File: src/sv/assert_macros.svh
// Assertion macros shared by the execute unit RTL.
// Needs signals named clock and reset in the including module.
`ifndef ASSERT_MACROS_SVH
`define ASSERT_MACROS_SVH

// Consequent must hold in the same cycle as the antecedent.
`define EXU_ASSERT_SAME(lbl, ante, cons) \
   lbl: assert property (@(posedge clock) disable iff (reset) (ante) |-> (cons)) \
      else $error("execute unit: same-cycle check failed");

// Consequent must hold in the cycle after the antecedent.
`define EXU_ASSERT_NEXT(lbl, ante, cons) \
   lbl: assert property (@(posedge clock) disable iff (reset) (ante) |=> (cons)) \
      else $error("execute unit: next-cycle check failed");

`endif

File: src/sv/exu_ram.sv
// Generic single-write, single-read synchronous RAM with registered read data.
// No dependencies.
module exu_ram #(
   parameter int WIDTH = 8,
   parameter int DEPTH = 256
) (
   input  logic                     clock,
   input  logic                     wr_en,
   input  logic [$clog2(DEPTH)-1:0] wr_addr,
   input  logic [WIDTH-1:0]         wr_data,
   input  logic [$clog2(DEPTH)-1:0] rd_addr,
   output logic [WIDTH-1:0]         rd_data
);
   logic [WIDTH-1:0] mem_ff [DEPTH];
   logic [WIDTH-1:0] rd_data_ff;

   // write port and registered read port
   always_ff @(posedge clock) begin
      if (wr_en) begin
         mem_ff[wr_addr] <= wr_data;
      end
      rd_data_ff <= mem_ff[rd_addr];
   end

   assign rd_data = rd_data_ff;
endmodule

File: config.mk
export PLATFORM = sky130hd
export DESIGN_NAME = exu_ram
export DESIGN_NICKNAME = d
export VERILOG_FILES = /design/src/sv/assert_macros.svh /design/src/sv/exu_ram.sv
export SDC_FILE = /design/constraint.sdc
export NUM_CORES = 2
export LEC_CHECK = 0
export ABC_AREA = 1
export BUFFER_PORTS_ARGS = -buffer_cell sky130_fd_sc_hd__buf_2
export CELL_PAD_IN_SITES_DETAIL_PLACEMENT = 0
export CELL_PAD_IN_SITES_GLOBAL_PLACEMENT = 1
export CORE_MARGIN = 1.5
export CORE_UTILIZATION = 25
export CTS_CLUSTER_SIZE = 24
export DETAILED_ROUTE_END_ITERATION = 8
export PLACE_DENSITY_LB_ADDON = 0.1
export SLEW_MARGIN = 30
export SYNTH_ARGS = -nofsm -noshare
export SYNTH_HDL_FRONTEND = slang
export SYNTH_SLANG_ARGS = --single-unit
File: constraint.sdc
create_clock -name clock -period 1.8 [get_ports clock]
set_input_delay 0.36 -clock clock [delete_from_list [all_inputs] [get_ports clock]]
set_output_delay 0.36 -clock clock [all_outputs]
set_load 0.05 [all_outputs]
# After elaboration in Yosys (flattened, before gate mapping)
# Memories as Yosys holds them, arrays and structs flattened. A register that Yosys moved wholly into a read port is not among the register bits.
# Index checks and enable logic that the tools add are counted.
# Widths: inputs -> output; s select.
totals:
  reg_bits: 0
  ram_bits: 2048
  memories: 1
op_classes:
  muxes: 2
memory_table:
  columns: ["name", "words", "word_bits", "read_ports", "rd_ports_with_merged_regs", "wr", "line_no", "rtl"]
  rows:
  - ["mem_ff", 256, 8, 1, 1, 1, "exu_ram.sv:14", "logic [WIDTH-1:0] mem_ff [DEPTH];"]
op_table:
  columns: ["operator", "count"]
  rows:
  - ["$mux 1", 2]

# Logic depth before layout (Yosys ltp)
depth:
  depth_word: 2
  ltp_mapped: 15
  mapped_depth_nobuf: 11

# Least setup slack after synthesis
# Ideal clock, no wire load.
synth_path:
  kind: "in2reg"
  start: "input wr_en"
  end: "memory mem_ff[162][0], enable pin"
  arrival_time_ns: 1.481
  setup_slack_ns: -0.051
  cell_stages: 4
  path_buffers: 2
  cell_sequence: "clkbuf_1 > nand3_1 > clkbuf_1 > nor2_1"
synth_between:
  elab_chain_cells: 2
synth_lines:
  columns: ["element", "line_no", "rtl"]
  rows:
  - ["from (decl)", "exu_ram.sv:8", "input logic wr_en,"]
  - ["$mux 1", "exu_ram.sv:19", "if (wr_en) begin"]
  - ["$mux 1 (implied by the code)", "exu_ram.sv:20", "mem_ff[wr_addr] <= wr_data;"]
  - ["to (decl)", "exu_ram.sv:14", null]
# Every way passes these cells.

# Worst setup path in the final report
layout_path:
  start: "register rd_data_ff[6], in the netlist rd_data[6] (read register of mem_ff)"
  end: "output rd_data[6]"
layout_rtl:
  columns: ["element", "line_no", "rtl"]
  rows:
  - ["from (decl)", "exu_ram.sv:15", "logic [WIDTH-1:0] rd_data_ff;"]
  - ["to (decl)", "exu_ram.sv:12", "output logic [WIDTH-1:0] rd_data"]
# No word-level cell between the ends.

==> results.yml <==
worst_setup_path:
  slowest_delay_ns: 0.45
  worstPathArrival_ns: 1.56
  rr_startpoint: "mem_ff[65][1]"
  required_ns: 1.44
  crit_path_cell_trace: "buf_8"
  cp_num_buf_inv: 1
  reg2reg_slack_ns: 0.04
  cpMaxStageDelayCell: "dfxtp_4"
  critPathLaunchType: "flip-flop"
  critPathKind: "flip-flop to output port"
  cpLargestDelayFamily: "flip-flops"
  crit_fanout: 1
  worst_r2r_path_depth: 10
  reg2reg_to: "rd_data[1]"
  end_kind: "output port"
synth:
  synth_cell_types: 14
  postSynthCellCount: 7003
  yosys.area.top_type: "edfxtp_1"
  synth_top_family_by_area: "simple AND/OR/NAND/NOR gates"
  synth_top_area_frac: 0.7374
  synth.yosys.warnings: 0
  synth_enable_flop_cells: 2048
  synth.area.top_cells: "edfxtp_1, nand3_1, nand2_1, buf_2, nor2_1"
  async_flop_share: 0
  synth-adder-area-share: 0
  synth_compound_area_frac: 0
  synthMuxAreaShare: 0
  synth_xor_area_frac: 0
  ys_seq_elements: 2056
  netlist_area_sq_um: 83400
  synth-simple-area-share: 0.2295
  syn_avg_cell_area_sq_um: 11.91
  syn_nets: 7029
  seq_area_frac_synth: 0.7394
  synth_flop_cell: "edfxtp_1"
global_route:
  antenna_found_initial: 16
  grt_max_degree: 81
  grt.total_usage: 0.1749
  grt_pass1_wl_microns: 426400
  grt_pass1_vias: 55640
  gr-total-overflow: 0
timing:
  drv_slew: 0
  fin_crit_ns: 1.917
  hold_violations: 0
  worst_clock_skew_ns: 0.04874
  fin_ws_ns: -0.1169
  setup_viol: 6
  rsz0062_at_grt: "yes"
  worst_pin_slew_ns: 0.6086
  max-slew-margin-rel: 0.5938
  fin_crit_sh: 1.065
  fmax_mhz: 521.7
routing:
  drtAntennaViolNets: 0
  drt_iter0_markers: 4170
  num_vias: 55670
  routed_wl_microns: 302300
  dr.pass1.iters: 5
  routedWlPerCell_microns: 24.73
  drc: 0
  vias_per_cell: 4.554
floorplan:
  pin_count: 34
  die_w_microns: 580.6
  die_y_microns: 580.6
  fp-row-count: 211
  die-area_sq_um: 337100
  coreArea_sq_um: 331100
  initial_utilization: 0.2519
pwr:
  internal_power_mw: 83.13
  clkPwrFrac: 0.439
  power_density_nw_per_um2: 1045
  power.switching_mw: 25.43
  ir_worst_vdd_mv: 0.7646
  p_total_mw: 108.6
  swShare: 0.2343
  power_frac_seq: 0.487
  comb_power_share: 0.074
  p_leak_nw: 36.95
clocking:
  cts.sinks: 2056
  cts-root-buf: "clkbuf_16"
  htreeDepth: 4
  cts_tree: "yes"
  cts_buffers: 239
  clk_pin_slew_worst_paths_ns: 0.06
  ctsLongestPathBuffers: 4
  insertion_delay_ns: 0.91
hold_path:
  min_to: "rd_data[2]"
  holdPathStages: 7
  hp-class: "input port to flip-flop"
  hp-start: "rd_addr[6]"
run_status:
  status: "finished with violations"
  violations: "setup timing"
final_layout:
  drive_above_1_share: 0.1664
  layout_commonest_cell: "nand2_1"
  nets: 7690
  design_area_sq_um: 103900
  layout_common_cells: "nand2_1, edfxtp_1, nand3_1"
  utilization: 0.3139
  syn2layout_area_growth_pct: 24.61
placement:
  routabilityCongestion: 0.7944
  dp_slack_ns: -1.294
  dpl.hpwl_microns: 194700
  placed_cell_area_sq_um: 95470
  io_buffer_count: 33
flow_run:
  cap_violations: 0
## stage by stage
stage / hold slack [ns] / cells / TNS (ns)
after detailed placement: 0.7215 / 11770 / -174.43
after CTS: 0.2067 / 12210 / -1.085
final: 0.2870 / 12230 / -0.3538
after global placement: 0.7201 / 11770 / -177.48
after floorplan: 0.4589 / 7003 / -10.53
after global routing: 0.2679 / 12220 / -0.7748
## Yosys cell counts (2+ instances only)
cell type  count
nand3_1     2019
inv_1         36
dfxtp_1        8
clkbuf_1     112
nor2_1       283
nand2_1     2123
buf_2        268
buf_6         16
inv_2          2
buf_1         40
buf_4         46
edfxtp_1    2048
## power by group through the flow
stage / Clock, mW / Combinational, mW / Sequential, mW
after detailed placement: 0 / 7.99 / 53.9
after floorplan: 0 / 3.26 / 53.9
final: 47.6 / 8.07 / 52.9
after global placement: 0 / 8.02 / 53.9
after CTS: 49.1 / 8.16 / 52.9
after global routing: 50.7 / 8.74 / 52.9
## cells by family (layout without fill, tap and decap cells)
family | count (synthesis) | in the layout
AND/OR/NAND/NOR | 4425 | 4425
flip-flops | 2056 | 2056
buffers and inverters | 522 | 1372
other | 0 | 6
## sequential cells by signal, indices dropped and copies added, names as in the netlist
signal / flops
mem_ff: 2048
rd_data: 8
## cell type report
class	count	area, sq um
diodes	6	15.01
multi-input cells	4425	19600
clock inverters	135	1175
flip-flops and latches	2056	61690
clock buffers	295	6340
inverters	39	198.9
repair buffers	902	9425
fillers	33540	227100
repair inverters	1	11.26
well taps	4366	5463
## layer usage
layer	vias up	wire length, microns	global-route usage
li1	26250	-	-
met1	27990	141400	0.2445
met3	343	11530	0.02057
met2	1087	143300	0.2904
met5	-	0	0
met4	0	6121	0.03777
## worst max path at each step
| stage | startpoint | to | slack, ns | cells past startpoint |
|---|---|---|---|---|
| 6_report | rd_data[6] | rd_data[6] | -0.12 | 1 |
| 5_1_grt | rd_data[6] | rd_data[6] | -0.18 | 1 |
| 4_1_cts | rd_data[6] | rd_data[6] | -0.24 | 1 |
| 3_5_place_dp | rd_addr[0] | rd_data[4] | -1.29 | 13 |
| 3_3_place_gp | rd_addr[0] | rd_data[4] | -1.36 | 13 |
| 2_1_floorplan | wr_en | mem_ff[162][0] | -0.05 | 4 |
## repair_timing
| action | CTS | global route |
|---|---|---|
| hold buffers | 9 | 0 |
| setup buffers | 0 | 9 |
| pin swaps | 0 | 3 |
| endpoints found under the hold margin | 266 | 0 |
| cloned | 1 | 3 |
| setup endpoints to repair | 16 | 16 |
| gates resized for setup | 94 | 53 |
(Power assumes the default switching activity.)
